==> config.mk <==
export PLATFORM = sky130hd
export DESIGN_NAME = isr_ram
export DESIGN_NICKNAME = d
export VERILOG_FILES = /design/src/rtl/isr_ram.sv
export SDC_FILE = /design/constraint.sdc
export NUM_CORES = 2
export LEC_CHECK = 0
export BUFFER_PORTS_ARGS = -buffer_cell sky130_fd_sc_hd__buf_2
export CAP_MARGIN = 30
export CELL_PAD_IN_SITES_DETAIL_PLACEMENT = 1
export CELL_PAD_IN_SITES_GLOBAL_PLACEMENT = 2
export CORE_MARGIN = 1
export CORE_UTILIZATION = 55
export DETAILED_ROUTE_END_ITERATION = 12
export GPL_TIMING_DRIVEN = 0
export PLACE_DENSITY_LB_ADDON = 0.05
export SYNTH_ARGS = -nofsm -noshare
export SYNTH_HDL_FRONTEND = slang
export SYNTH_SLANG_ARGS = --single-unit
==> constraint.sdc <==
create_clock -name aclk -period 6.3 [get_ports aclk]
set_input_delay 0.315 -clock aclk [delete_from_list [all_inputs] [get_ports aclk]]
set_output_delay 0.315 -clock aclk [all_outputs]
set_load 0.005 [all_outputs]
==> src/rtl/isr_ram.sv <==
module isr_ram #(
    parameter int WIDTH = 32,
    parameter int DEPTH = 64,
    localparam int AW = (DEPTH > 1) ? $clog2(DEPTH) : 1
) (
    input  logic             aclk,
    input  logic             we,
    input  logic [AW-1:0]    waddr,
    input  logic [WIDTH-1:0] wdata,
    input  logic [AW-1:0]    raddr,
    output logic [WIDTH-1:0] rdata
);
    logic [WIDTH-1:0] mem [DEPTH];

    always_ff @(posedge aclk) begin
        if (we) begin
            mem[waddr] <= wdata;
        end
        rdata <= mem[raddr];
    end
endmodule

# ---- Yosys cells after proc, flatten, opt, wreduce, memory -nomap -nowiden
# Memory sizes are Yosys's and may differ from the RTL's. A register that Yosys moved wholly into a read port is not among the register bits.
# Cells that the tools add are included.
# W data, S select, Z words.
dict set report op_classes {
  muxes 2
}
# cell n
set op_table {}
lappend op_table {{$mux W1} 2}
dict set report word_totals {
  ram_bits 2048
  elab_cells 3
  output_inout_bits 32
  register_bits 0
  n_memories 1
}
# memory depth width read_ports rd_clocked_by_memory_dff write_ports line
set memory_table {}
lappend memory_table {mem 64 32 1 1 1 13} ;# logic [WIDTH-1:0] mem [DEPTH];

# ---- Logic depth before layout (Yosys ltp)
dict set report depth {
  ltp_word 2
  ltp_mapped 10
  mapped_depth_nobuf 5
}

# ---- Worst setup path before layout
# Ideal clock, no wire load.
dict set report synth_timing {
  path_kind {input to register}
  from {input port waddr[3]}
  to {memory mem[48][0], enable pin}
  required_time_ns 5.839
  arrival_time_ns 3.014
  path_stages 4
  setup_slack_ns 2.825
  path_buffers 1
  path_cell_list {clkbuf_1 -> nor2b_1 -> nand4b_1 -> nor3_1}
}
# element line
set synth_rtl {}
lappend synth_rtl {{from (decl)} 8} ;# input logic [AW-1:0] waddr,
lappend synth_rtl {{to (decl)} 13}
# No word-level cell before the write port.

==> run metrics <==
status=complete, no violations; Cell Area, Synth=78,500 µm²; Vias/cell=6.86; die width=380 µm; Crit path required time=6.91 ns; Row Count=138; Critical Path Start Type=input pin; TritonCTS Sinks=2,080; Ys Warns=0; Hold Vio Cnt, Final=0; routed len/inst=42.6 µm; Clock Latency Late Sink=0.84 ns; sequential share of the synthesized area=79.1%; Die H=380 µm; # IOs=78; Mapped Avg Cell Area=23.6 µm²; Inserted Clock Buffers=202; Clock Tree Root=clkbuf_16; ys async rst share=0%; clock slew at reported path FFs=0.06 ns; actual slew at the worst max-slew pin=1.12 ns; I/O Buffers=69; post_cts resized=0; endpoint type of the worst setup path=register; WP data arrival=4.31 ns; Hold WC Path Type=in -> reg; gr ovfl total=0; R2R setup slack=3.38 ns; # nets final=3,807; Final GP Congestion=1.02; Post-synth EDFFs=2,048; MaxCap Viol Count=0; Hold Startpoint=wdata[16]; drt first pass iters=5; slew margin rel.=25.3%; clk buf depth=3; Crit Reg-Reg Startpoint=mem[31][18]$_DFFE_PP_; maximum fanout along the worst path=10; Period minus WS final=3.69 ns; initial core utilization=55.5%; Post-Syn Instances=3,324; 1st-iter DRT viols=5,863; Mapped Nets=3,370; die area=144,000 µm²; largest net degree at the start of global routing=65; DP HPWL=167 mm; GRT Total Usage=34.7%; initial antenna violation count=16; Vias=39,967; cts-stage hold buffer count=14; Post-CTS Setup Bufs=0; setup violators final=0; Max Freq=271 MHz; Tcrit/Tclk final=58.6%; CTS tree=done; # DRC=0; Main synth FF type=edfxtp_1; Leakage=28.5 nW; Area growth syn-to-layout=15.7%; H-tree Lvls=4; worst slack, placed=1.98 ns; RSZ-0062 raised after global routing=no; power per cell area=317 nW/µm²; distinct cell type count after synthesis=34; Worst VDD drop=0.279 mV; setup ws final=2.61 ns; final WL=248 mm; Seq cells post-synth=2,080; Fin Clk Skew=0.0267 ns; Placeable Area=142,000 µm²; number of fill cells=11,090; vias in the first global route=40,178; Setup CP Type=in -> reg; share of post-route cells with drive strength above 1=30.4%; Final Core Density=64.1%; worst setup path startpoint=raddr[1]; global-route wire length before repair=334 mm; max-slew violations=0; antenna viol nets, final=0
[worst paths after layout]
kind,end,cells after the start
worst max-delay path,rdata[2]$_DFF_P_,9
worst min-delay path,mem[28][16]$_DFFE_PP_,1
worst max register to register,rdata[18]$_DFF_P_,4
worst min register to register,rdata[8]$_DFF_P_,4
[area by class of cell]
class / count / area [µm²] / share of cell area [%]
Sequential cell: 2080 / 62100 / 68.4
Multi-Input combinational cell: 1062 / 16000 / 17.6
Clock buffer: 265 / 5390 / 5.94
Timing Repair Buffer: 233 / 3120 / 3.43
Tap cell: 1890 / 2360 / 2.60
Clock inverter: 111 / 932 / 1.03
Buffer: 182 / 888 / 0.978
Antenna cell: 3 / 7.51 / 0.00827
[synthesized netlist by cell type (all sizes together) (5+ instances only)]
cell type	number	area, µm²
or3b	5	43.8
edfxtp	2048	61500
a21oi	62	310
nor2	137	514
a311oi	8	70.1
buf	108	608
nand3b	5	37.5
a22oi	12	90.1
mux4	544	12300
o221ai	27	236
nand2	26	97.6
dfxtp	32	641
mux2i	93	931
clkbuf	74	278
nor2b	15	93.8
nand2b	8	50.1
o22ai	84	526
nand3	5	25.0
nor3	7	35.0
[sequential cells by signal, indices dropped and copies added, names as in the netlist]
register and flops:
mem 2048, rdata 32
[through the flow]
stage	instance area [µm²]	total power, mW	setup TNS, ns	hold WS (ns)	cells
after floorplan	78500	16.4	0	0.414	3324
after detailed placement	84000	17.3	0	0.677	5406
after CTS	90400	28.8	0	0.00859	5796
after global routing	90800	29.3	0	0.0407	5823
after global placement	81200	17.2	-37.52	0.701	5283
final	90800	28.8	0	0.0669	5826
[where the power goes]
part | switching, mW | internal [mW]
sequential | 0.0396 | 15.3
combinational | 1.14 | 0.590
clock | 5.23 | 6.49
total | 6.40 | 22.4
[routing by layer]
layer,wire length [µm],vias to the layer above,track usage (%)
li1,-,15157,-
met1,92800,21741,47.9
met2,119000,2612,55.0
met3,25900,451,7.53
met4,10600,6,13.4
met5,38,-,0
[worst max-delay path: stages]
cell     delay, ns
buf_2         0.37
buf_2         0.44
buf_2         0.39
buf_1         0.82
mux4_2        0.41
o22ai_1       0.16
nor2_1        0.13
a21oi_1       0.90
nor2_1        0.33
[cells in the final DEF (no fill, tap or decap), drive strengths merged, types with 8 or more instances in the layout]
cell            n
a21oi          62
a22oi          12
a311oi          8
buf           319
bufinv         11
clkbuf        339
clkinv         89
dfxtp          32
dlygate4sd3    22
edfxtp       2048
mux2i          93
mux4          544
nand2          26
nand2b          8
nor2          137
nor2b          15
o221ai         27
o22ai          84
[logic make-up (layout without fill, tap and decap cells)]
logic type	after synthesis	after routing	share of synthesized area [%]
multiplexers	637	637	16.8
buffers and inverters	182	791	1.13
AO/OA/AOI/OAI	202	202	1.67
flip-flops	2080	2080	79.1
other	0	3	0
AND/OR/NAND/NOR	223	223	1.27
Note: power is estimated with default switching activity, not from simulation.
