===== src/rtl/isr_pkg.sv =====
package isr_pkg;

    localparam int MAX_RANGES_DEF = 64;
    localparam int SPAN_W         = 32;
    localparam int CHG_W          = 33;

    localparam logic [1:0] OP_CONTAINS = 2'd0;
    localparam logic [1:0] OP_SET      = 2'd1;
    localparam logic [1:0] OP_CLEAR    = 2'd2;

    localparam logic [1:0] ST_OK       = 2'd0;
    localparam logic [1:0] ST_INVALID  = 2'd1;
    localparam logic [1:0] ST_FULL     = 2'd2;

    typedef struct packed {
        logic [SPAN_W-1:0] first_start;
        logic [SPAN_W-1:0] last_end;
        logic [CHG_W-1:0]  total;
        logic              hit;
    } scan_sum_t;

    function automatic logic [CHG_W-1:0] negate(input logic [SPAN_W-1:0] v);
        return ~{1'b0, v} + CHG_W'(1);
    endfunction

endpackage


===== src/rtl/isr_scan.sv =====
module isr_scan #(
    parameter int MAX_RANGES = isr_pkg::MAX_RANGES_DEF,
    localparam int CW = $clog2(MAX_RANGES + 1)
) (
    input  logic                      aclk,
    input  logic                      clr,
    input  logic                      en,
    input  logic [1:0]                op,
    input  logic [isr_pkg::SPAN_W-1:0] span_low,
    input  logic [isr_pkg::SPAN_W-1:0] span_high,
    input  logic [isr_pkg::SPAN_W-1:0] query_point,
    input  logic [isr_pkg::SPAN_W-1:0] ent_start,
    input  logic [isr_pkg::SPAN_W-1:0] ent_end,
    output logic [CW-1:0]             first_idx,
    output logic [CW-1:0]             hit_count,
    output isr_pkg::scan_sum_t        sum
);
    import isr_pkg::*;

    logic [CW-1:0]     f_reg, n_reg;
    scan_sum_t         sum_reg;
    logic              is_set, ahead, aff;
    logic [SPAN_W-1:0] ov_hi, ov_lo, len;

    always_comb begin
        is_set = (op == OP_SET);
        ahead  = is_set ? (ent_end < span_low) : (ent_end <= span_low);
        aff    = is_set ? (ent_end >= span_low && ent_start <= span_high)
                        : (ent_end > span_low && ent_start < span_high);
        ov_hi  = (ent_end < span_high) ? ent_end : span_high;
        ov_lo  = (ent_start > span_low) ? ent_start : span_low;
        len    = is_set ? (ent_end - ent_start) : (ov_hi - ov_lo);
    end

    always_ff @(posedge aclk) begin
        if (clr) begin
            f_reg   <= '0;
            n_reg   <= '0;
            sum_reg <= '0;
        end else if (en) begin
            if (op == OP_CONTAINS) begin
                if (ent_start <= query_point && query_point < ent_end) begin
                    sum_reg.hit <= 1'b1;
                end
            end else begin
                if (ahead) begin
                    f_reg <= f_reg + CW'(1);
                end
                if (aff) begin
                    if (n_reg == '0) begin
                        sum_reg.first_start <= ent_start;
                    end
                    n_reg            <= n_reg + CW'(1);
                    sum_reg.last_end <= ent_end;
                    sum_reg.total    <= sum_reg.total + {1'b0, len};
                end
            end
        end
    end

    assign first_idx = f_reg;
    assign hit_count = n_reg;
    assign sum       = sum_reg;
endmodule


===== config.mk =====
export PLATFORM = sky130hd
export DESIGN_NAME = isr_scan
export DESIGN_NICKNAME = d
export VERILOG_FILES = /design/src/rtl/isr_pkg.sv /design/src/rtl/isr_scan.sv
export SDC_FILE = /design/constraint.sdc
export NUM_CORES = 1
export LEC_CHECK = 0
export ABC_AREA = 0
export ABC_CLOCK_PERIOD_IN_PS = 14200
export BUFFER_PORTS_ARGS = -buffer_cell sky130_fd_sc_hd__buf_2
export CAP_MARGIN = 10
export CORE_UTILIZATION = 30
export CTS_CLUSTER_SIZE = 10
export DETAILED_ROUTE_END_ITERATION = 6
export GPL_TIMING_DRIVEN = 0
export SYNTH_ARGS = -nofsm -noshare
export SYNTH_HDL_FRONTEND = slang
export SYNTH_SLANG_ARGS = --single-unit

===== constraint.sdc =====
create_clock -name aclk -period 14.2 [get_ports aclk]
set_clock_uncertainty 0.05 [all_clocks]
set_input_delay 2.84 -clock aclk [delete_from_list [all_inputs] [get_ports aclk]]
set_output_delay 2.84 -clock aclk [all_outputs]
set_load 0.005 [all_outputs]

Word-level counts from Yosys, hierarchy flattened
Cells that the tools add are included.
- bits in registers: 112
- word-level logic and storage cells: 37
- $add $sub $neg: 5
- $lt $le $gt $ge: 10
- eq/ne operators: 1
- mux-type cells: 5
- bitwise logic cells: 1
- reductions and logical operators: 9
- operators with widths (operator ; count):
    less-than comparator 32 bit ; 4
    less-or-equal comparator 32 bit ; 3
    2-to-1 mux 32 bit ; 3
    > comparator 32 bit ; 2
    subtractor 32 bit ; 2
    adder 33 x 32 -> 33 bit ; 1
    greater-or-equal comparator 32 bit ; 1
    adder 7 x 1 -> 7 bit, second input constant ; 2
    AND reduction 3 bit ; 3
    logical NOT 7 bit ; 1
    AND reduction 4 bit ; 1
    logical AND 1 bit ; 3
    == test 2 x 1 -> 1 bit, second input constant ; 1
    logical NOT 2 bit ; 1
    2-to-1 mux 1 bit ; 2
    inverter 1 bit ; 1

Logic depth before layout (Yosys ltp)
Gate-level depths: netlist of the first run.
- depth after elaboration: 5
- gate-level depth with buffers: 34
- mapped depth without buffers: 33

Worst setup path before layout of the first run
No wires, ideal clock.
- path type: input -> register
- start point: input port span_high[14] (netlist name)
- end point: register sum_reg, in the netlist sum[33]
- setup time: 0.123 ns
- arrival time: 8.889 ns
- slack: 5.138 ns
- stages on the path: 32
- cell sequence: inv_1 > ha_1 > and4_1 > a21o_1 > o21ai_0 > o211ai_1 > a31o_2 > a21oi_1 > clkbuf_1 > mux2i_1 > ha_1 > fa_1 > nand2b_1 > a21o_1 > a32oi_1 > a41o_1 > nand2_1 > nand2b_1 > a21oi_1 > xor2_1 > o21ai_0 > ha_1 > a21o_1 > a31o_1 > a221oi_1 > and3_1 > or3_1 > o21ai_2 > o41ai_2 > nand3b_1 > a21oi_1 > mux2_1
- longest elaborated chain between the ends: 5
- elaborated cells between the ends (all ways): 11
- RTL lines (item ; RTL line ; text):
    start, declared ; isr_scan.sv:10 ; input logic [isr_pkg::SPAN_W-1:0] span_high,
    less-than comparator 32 bit ; isr_scan.sv:30 ; ov_hi = (ent_end < span_high) ? ent_end : span_high;
    2-to-1 mux 32 bit ; isr_scan.sv:30 ;
    subtractor 32 bit ; isr_scan.sv:32 ; len = is_set ? (ent_end - ent_start) : (ov_hi - ov_lo);
    2-to-1 mux 32 bit ; isr_scan.sv:32 ;
    adder 33 x 32 -> 33 bit ; isr_scan.sv:55 ; sum_reg.total <= sum_reg.total + {1'b0, len};
    end, declared ; isr_scan.sv:21 ; scan_sum_t sum_reg;
Parallel ways exist; a longest one is shown, timed or not.
A chain may end at the register's enable or synchronous reset.

Worst setup path after layout of the first run
- start point: input port span_high[15] (netlist name)
- end point: register sum_reg, in the netlist sum[33]
Same word-level chain as after synthesis.

==> impl_metrics.csv, run 1 <==
group,metric,value,unit
sta,rsz0062_at_grt,"no",
setup_path,critPathMaxStageDelay,0.83,ns
routing,drt_wl_total,56000,µm
setup_path,slowest_stage,"a21oi_1",
floorplan,coreArea,46500,µm²
setup_path,cp_data_arrival_time,10.91,ns
floorplan,die_h,219,µm
layout,largest_reg_flops,98,
job,max_cap_violations,0,
routing,drtPass1Iterations,5,
floorplan,io_pins,277,
routing,wl_per_cell,19.8,µm
logic_synthesis,ys_seq_area_share,15.9,%
sta,max_freq,93.7,MHz
run_status,status,"completed",
routing,postRouteAntennaNets,0,
setup_path,worst-path-buf-inv,3,
clock_network,cts_buffers,9,
clock_network,cts_tree,"yes",
clock_network,cts_num_sinks,112,
layout,syn_to_final_growth,17.4,%
placed_design,port_buffers,275,
global_routing,grt_usage,23.2,%
layout,drive_gt1_share,14.8,%
clock_network,cts.clk_slew.worst_paths,0.08,ns
sta,tightest_slew,1.20,ns
logic_synthesis,avgSynthCellArea,7.30,µm²
floorplan,die_area,47800,µm²
clock_network,ctsResizeCount,0,
min_path,hp-class,"reg2reg",
logic_synthesis,yosysWarnings,0,
sta,finalSetupViolations,0,
global_routing,grt_start_max_net_pins,19,
logic_synthesis,syn_nets,2386,
global_routing,antenna_found_initial,14,
clock_network,cts_buffer_depth,2,
routing,drc,0,
power_and_ir_drop,pwr_density_cell,83.5,nW/µm²
clock_network,cts_root_buf,"clkbuf_16",
logic_synthesis,synth_edf_count,0,
clock_network,clkLatencyLatePin,0.41,ns
setup_path,crit_path_max_fanout,10,
logic_synthesis,synthCells,1930,
logic_synthesis,ys.flop_type,"dfxtp_1",
placed_design,place_area,16200,µm²
floorplan,rows,79,
logic_synthesis,synth.largest_area_cell,"ha_1",
routing,vias,14800,
logic_synthesis,synth_top_area_share,25.6,%
clock_network,h-tree-depth,3,
setup_path,worstPathRequired,14.44,ns
logic_synthesis,synth_most_common_cell,"ha_1",
sta,slew_viol_final,0,
logic_synthesis,synth_seq_cells,112,
layout,final_area,16500,µm²
sta,min_period_over_period,75.2,%
logic_synthesis,synthTopCellsByArea,"ha_1 (26%), dfxtp_1 (16%), a21oi_1 (9.1%)",
sta,hold_viol_final,0,
power_and_ir_drop,peakVddDrop,70.0,µV
setup_path,path_class,"in2reg",
clock_network,ctsHoldBuffers,0,
global_routing,grt_pass1_vias,14300,
logic_synthesis,ys_async_sr_fraction,0,%
sta,relSlewSlack,20.2,%
logic_synthesis,yosys-top-cells-count,"ha_1 (288), a21oi_1 (255), nor2_1 (229), inv_1 (182), nand2_1 (181)",
sta,fin_crit,10.67,ns
setup_path,start_kind,"primary input",
power_and_ir_drop,p_total,1.38,mW
placed_design,dp_hpwl,48000,µm
logic_synthesis,syn_area,14100,µm²
logic_synthesis,yosysUniqueCellTypes,76,
routing,routed_via_density,5.23,
setup_path,endpoint_kind,"register",
floorplan,die_w,219,µm
power_and_ir_drop,p_leak,8.43,nW
clock_network,post_cts_buffers,0,
global_routing,grt_pass1_wl,82800,µm
routing,drtIter0Drc,762,
setup_path,crit_family,"compound AO/OA/AOI/OAI gates",
placed_design,finalWeightedCongestion,0.949,
layout,nNetsFinal,2672,
global_routing,overflow,0,
layout,fillers,5090,
floorplan,initial_core_util,30.3,%
sta,finalSetupTns,0,ns
cell usage in the layout, fill, tap and decap left out, types with 21 or more instances in the layout:
master / Yosys / final
nand2b_1: 23 / 23
buf_2: 14 / 289
nand2_1: 181 / 181
nor2_1: 229 / 229
mux2i_1: 21 / 21
a21oi_1: 255 / 255
clkbuf_1: 32 / 33
xor2_1: 40 / 40
inv_1: 182 / 182
dfxtp_1: 112 / 112
nand3_1: 37 / 37
o21ai_0: 108 / 108
ha_1: 288 / 288
nand4_1: 42 / 42
nor2b_1: 22 / 22
xnor2_1: 47 / 47
a211oi_1: 24 / 24
a21o_1: 62 / 62
final timing paths:
kind / slack (ns) / to / depth (start not counted) / start
max reg2reg: 10.79 / sum[33]$_SDFFE_PP0P_ / 12 / sum[1]$_SDFFE_PP0P_
min reg2reg: 0.40 / sum[70]$_SDFFE_PP0P_ / 2 / sum[70]$_SDFFE_PP0P_
max: 3.53 / sum[33]$_SDFFE_PP0P_ / 33 / span_high[15]
min: 0.40 / sum[70]$_SDFFE_PP0P_ / 2 / sum[70]$_SDFFE_PP0P_
cell type report:
cell class	instances	area, µm²	share of cell area [%]
diodes	7	17.5	0.106
multi-input cells	1581	10900	65.9
flip-flops and latches	112	2240	13.6
repair buffers	275	1380	8.32
inverters	182	683	4.13
clock inverters	5	63.8	0.386
well taps	607	759	4.59
plain buffers	55	265	1.60
clock buffers	10	229	1.38
cells by family after synthesis:
group | Yosys count | synth area share [%]
AO/OA/AOI/OAI | 567 | 24.5
XOR/XNOR | 87 | 5.41
adder cells (fa/ha/maj) | 291 | 26.0
buffers and inverters | 237 | 6.73
flip-flops | 112 | 15.9
multiplexers | 22 | 1.57
AND/OR/NAND/NOR | 614 | 19.9
layer usage:
| metal | share of wire [%] | vias up | GRT usage, % |
|---|---|---|---|
| li1 | - | 7471 | - |
| met1 | 44 | 6840 | 28.9 |
| met2 | 45 | 394 | 38.1 |
| met3 | 5.4 | 97 | 4.01 |
| met4 | 4.6 | 12 | 12.0 |
| met5 | 0.11 | - | 0 |
where the power goes:
part           leakage [nW]  internal, mW  switching [mW]  total (mW)
registers             0.905         0.326         0.00935       0.335
logic                  7.39         0.309           0.457       0.766
clock network         0.140         0.138           0.142       0.280
total                  8.43         0.773           0.608        1.38
metrics by stage:
step	worst slack (ns)	util (%)	hold slack, ns	instances
6_report	3.53	35.6	0.404	2834
5_1_grt	3.06	35.6	0.421	2831
4_1_cts	3.52	35.6	0.405	2827
3_5_place_dp	3.10	34.9	0.395	2812
3_3_place_gp	3.10	34.9	0.391	2812
2_1_floorplan	5.14	-	0.403	1930
worst min-delay path, cell delays in order (launching register included):
cell and delay [ns]:
dfxtp_1 0.31, nand2_1 0.05, a21oi_1 0.05
No activity file was read; power rests on OpenSTA's default activity.
==> run 2: changes to the inputs <==
--- a/config.mk
+++ b/config.mk
@@ -5,8 +5,8 @@
 export SDC_FILE = /design/constraint.sdc
 export NUM_CORES = 1
 export LEC_CHECK = 0
-export ABC_AREA = 0
-export ABC_CLOCK_PERIOD_IN_PS = 14200
+export ABC_AREA = 1
+export ABC_CLOCK_PERIOD_IN_PS = 9000
 export BUFFER_PORTS_ARGS = -buffer_cell sky130_fd_sc_hd__buf_2
 export CAP_MARGIN = 10
 export CORE_UTILIZATION = 30
==> constraint.sdc (replaced) <==
create_clock -name aclk -period 9 [get_ports aclk]
set_clock_uncertainty 0.05 [all_clocks]
set_input_delay 1.8 -clock aclk [delete_from_list [all_inputs] [get_ports aclk]]
set_output_delay 1.8 -clock aclk [all_outputs]
set_load 0.005 [all_outputs]
==> run 2 against run 1 <==
First-iteration DRC count increased by 80%. Core utilization shrank 0.24 points. Synthesized cell count grew 32%. Worst hold slack improved by 0.0024 ns. Sequential cell count unchanged. Via count grew 19%.
==> impl_metrics.csv, run 2 <==
group,metric,value,unit
floorplan,die_area,52900,µm²
logic_synthesis,ys_seq_area_share,14.4,%
routing,vias,17600,
layout,multi_input_area,11600,µm²
logic_synthesis,synth_seq_cells,112,
setup_path,endpoint_kind,"register",
routing,drtPass1Iterations,5,
global_routing,overflow,0,
layout,drive_gt1_share,11.8,%
power_and_ir_drop,net-switching-power,1.24,mW
layout,seq_area,2240,µm²
placed_design,pre_cts_slack,-0.359,ns
logic_synthesis,synthCells,2540,
setup_path,critPathMaxStageDelay,0.50,ns
routing,drt_wl_total,63500,µm
logic_synthesis,synth_top_area_share,23.1,%
sta,hold_viol_final,0,
run_status,status,"completed",
routing,wl_per_cell,18.1,µm
clock_network,cts_tree,"yes",
logic_synthesis,syn_area,15600,µm²
floorplan,die_w,230,µm
setup_path,crit_path_max_fanout,10,
setup_path,r2r-start,"sum[1]$_SDFFE_PP0P_",
logic_synthesis,avgSynthCellArea,6.14,µm²
layout,final_common_cell,"nand2_1",
clock_network,cts_root_buf,"clkbuf_16",
floorplan,io_pins,277,
layout,final_cell_mix,"nand2_1 (479), inv_1 (402), nor2_1 (335)",
floorplan,rows,83,
sta,max_freq,117,MHz
floorplan,die_h,230,µm
clock_network,cts_buffers,9,
clock_network,h-tree-depth,3,
sta,tightest_slew,1.17,ns
clock_network,cts_buffer_depth,2,
logic_synthesis,yosysWarnings,0,
floorplan,coreArea,51400,µm²
global_routing,grt_usage,23.5,%
setup_path,path_class,"in2reg",
logic_synthesis,yosys-top-cells-count,"nand2_1 (480), inv_1 (402), nor2_1 (335), ha_1 (288), a21oi_1 (271)",
power_and_ir_drop,p_int,1.22,mW
clock_network,cts.clk_slew.worst_paths,0.10,ns
power_and_ir_drop,peakVddDrop,78.7,µV
routing,postRouteAntennaNets,0,
power_and_ir_drop,p_clk_share,17.9,%
global_routing,antenna_found_initial,2,
layout,syn_to_final_growth,16.5,%
clock_network,clkLatencyLatePin,0.41,ns
sta,finalSetupViolations,0,
logic_synthesis,synthTopCellsByArea,"ha_1 (23%), dfxtp_1 (14%), nand2_1 (12%)",
routing,drc,0,
logic_synthesis,synth.largest_area_cell,"ha_1",
layout,nNetsFinal,3284,
global_routing,grt_pass1_wl,94800,µm
power_and_ir_drop,p_sw_share,50.4,%
layout,largest_reg_flops,98,
min_path,hold_end,"sum[0]$_SDFFE_PP0P_",
layout,post-route-util,35.4,%
sta,relSlewSlack,21.5,%
setup_path,slowest_stage,"nor3b_2",
placed_design,dp_hpwl,54400,µm
floorplan,initial_core_util,30.4,%
setup_path,rr_endpoint,"sum[27]$_SDFFE_PP0P_",
clock_network,post_cts_buffers,0,
setup_path,path_common_cell,"nand2_1",
layout,diodes,0,
global_routing,grt_pass1_vias,16300,
logic_synthesis,synth_most_common_cell,"nand2_1",
sta,slew_viol_final,0,
logic_synthesis,ys_async_sr_fraction,0,%
clock_network,cts_num_sinks,112,
routing,routed_via_density,5.00,
layout,fillers,5778,
routing,drtIter0Drc,1374,
logic_synthesis,syn_nets,2996,
power_and_ir_drop,p_seq_share,22.7,%
logic_synthesis,yosysUniqueCellTypes,49,
setup_path,cp_data_arrival_time,8.87,ns
setup_path,r2r_slack,6.33,ns
global_routing,grt_start_max_net_pins,23,
power_and_ir_drop,p_leak,9.64,nW
placed_design,finalWeightedCongestion,0.987,
sta,fin_crit,8.57,ns
min_path,hp-class,"reg2reg",
job,max_cap_violations,0,
setup_path,start_kind,"primary input",
logic_synthesis,synth_edf_count,0,
power_and_ir_drop,pwr_density_cell,135,nW/µm²
setup_path,worstPathRequired,9.30,ns
power_and_ir_drop,pwr-share-comb,59.4,%
min_path,hold_start,"sum[0]$_SDFFE_PP0P_",
sta,setup_slack,0.426,ns
logic_synthesis,ys.flop_type,"dfxtp_1",
sta,min_period_over_period,95.3,%
min_path,whs_path_depth,2,
placed_design,port_buffers,276,
setup_path,reg2regPathDepth,13,
run 2: cell types whose count changed after synthesis, sizes merged, moves of 35 or more:
cell   change
a21o      -46
inv      +223
nand2    +301
nand3     +35
nor2     +106
o21ai    +157
run 2: kinds of logic after synthesis:
group	count (synthesis)	synth area share [%]
xor+xnor	46	2.58
fa+ha+maj	291	23.5
flops	112	14.4
mux	1	0.0641
buf+inv	462	11.5
compound gates	613	20.9
simple gates	1015	27.1
run 2: timing repair:
| action | 4_1_cts | 5_1_grt |
|---|---|---|
| gates resized for setup | 0 | 3 |
| setup endpoints to repair | 0 | 11 |
| hold buffers | 0 | 0 |
run 2: critical path: cells and delay by family:
family | cells | cell delay (ns)
fa+ha+maj | 4 | 1.31
xor+xnor | 1 | 0.30
compound gates | 7 | 1.26
simple gates | 17 | 3.45
buf+inv | 4 | 0.72
run 2: metal layers:
| layer | routed length, µm | global-route usage (%) | up-vias | share of wire, % |
|---|---|---|---|---|
| met5 | 14 | 0 | - | 0.022 |
| li1 | - | - | 9025 | - |
| met2 | 29200 | 39.5 | 529 | 46 |
| met3 | 3510 | 2.95 | 56 | 5.5 |
| met4 | 1450 | 6.58 | 2 | 2.3 |
| met1 | 29300 | 31.2 | 7950 | 46 |
run 2: area by class of cell:
class	instances	area share [%]
multi-input combinational	1966	63.7
sequential	112	12.3
inverter	405	8.38
timing repair buffer	277	7.64
tap	680	4.68
buffer	57	1.52
clock buffer	9	1.24
clock inverter	7	0.475
run 2: how the worst max path moves through the flow:
stage,slack [ns],endpoint,startpoint,cells after the start
finish,0.43,sum[25]$_SDFFE_PP0P_,ent_start[23],33
global route,-0.001,sum[25]$_SDFFE_PP0P_,span_low[23],34
CTS,0.08,sum[25]$_SDFFE_PP0P_,span_low[23],34
detailed placement,-0.36,sum[25]$_SDFFE_PP0P_,span_low[23],34
global placement,-0.37,sum[25]$_SDFFE_PP0P_,ent_start[23],33
floorplan,2.35,sum[29]$_SDFFE_PP0P_,span_low[23],34
run 2: power by group through the flow:
stage          Sequential (mW)  Combinational, mW  Clock, mW
2_1_floorplan            0.566              0.951          0
3_3_place_gp             0.569               1.43          0
3_5_place_dp             0.570               1.43          0
4_1_cts                  0.558               1.44      0.455
5_1_grt                  0.563               1.63      0.470
6_report                 0.558               1.46      0.439
run 2: metrics by stage:
step | power [mW] | setup TNS [ns] | hold slack, ns | instance area, µm² | cells
floorplan | 1.52 | 0 | 0.397 | 15600 | 2540
global placement | 2.00 | -1.49 | 0.393 | 17800 | 3496
detailed placement | 2.00 | -1.62 | 0.397 | 17900 | 3497
CTS | 2.45 | 0 | 0.412 | 18200 | 3513
global route | 2.66 | -0.00126 | 0.438 | 18200 | 3513
finish | 2.46 | 0 | 0.406 | 18200 | 3513
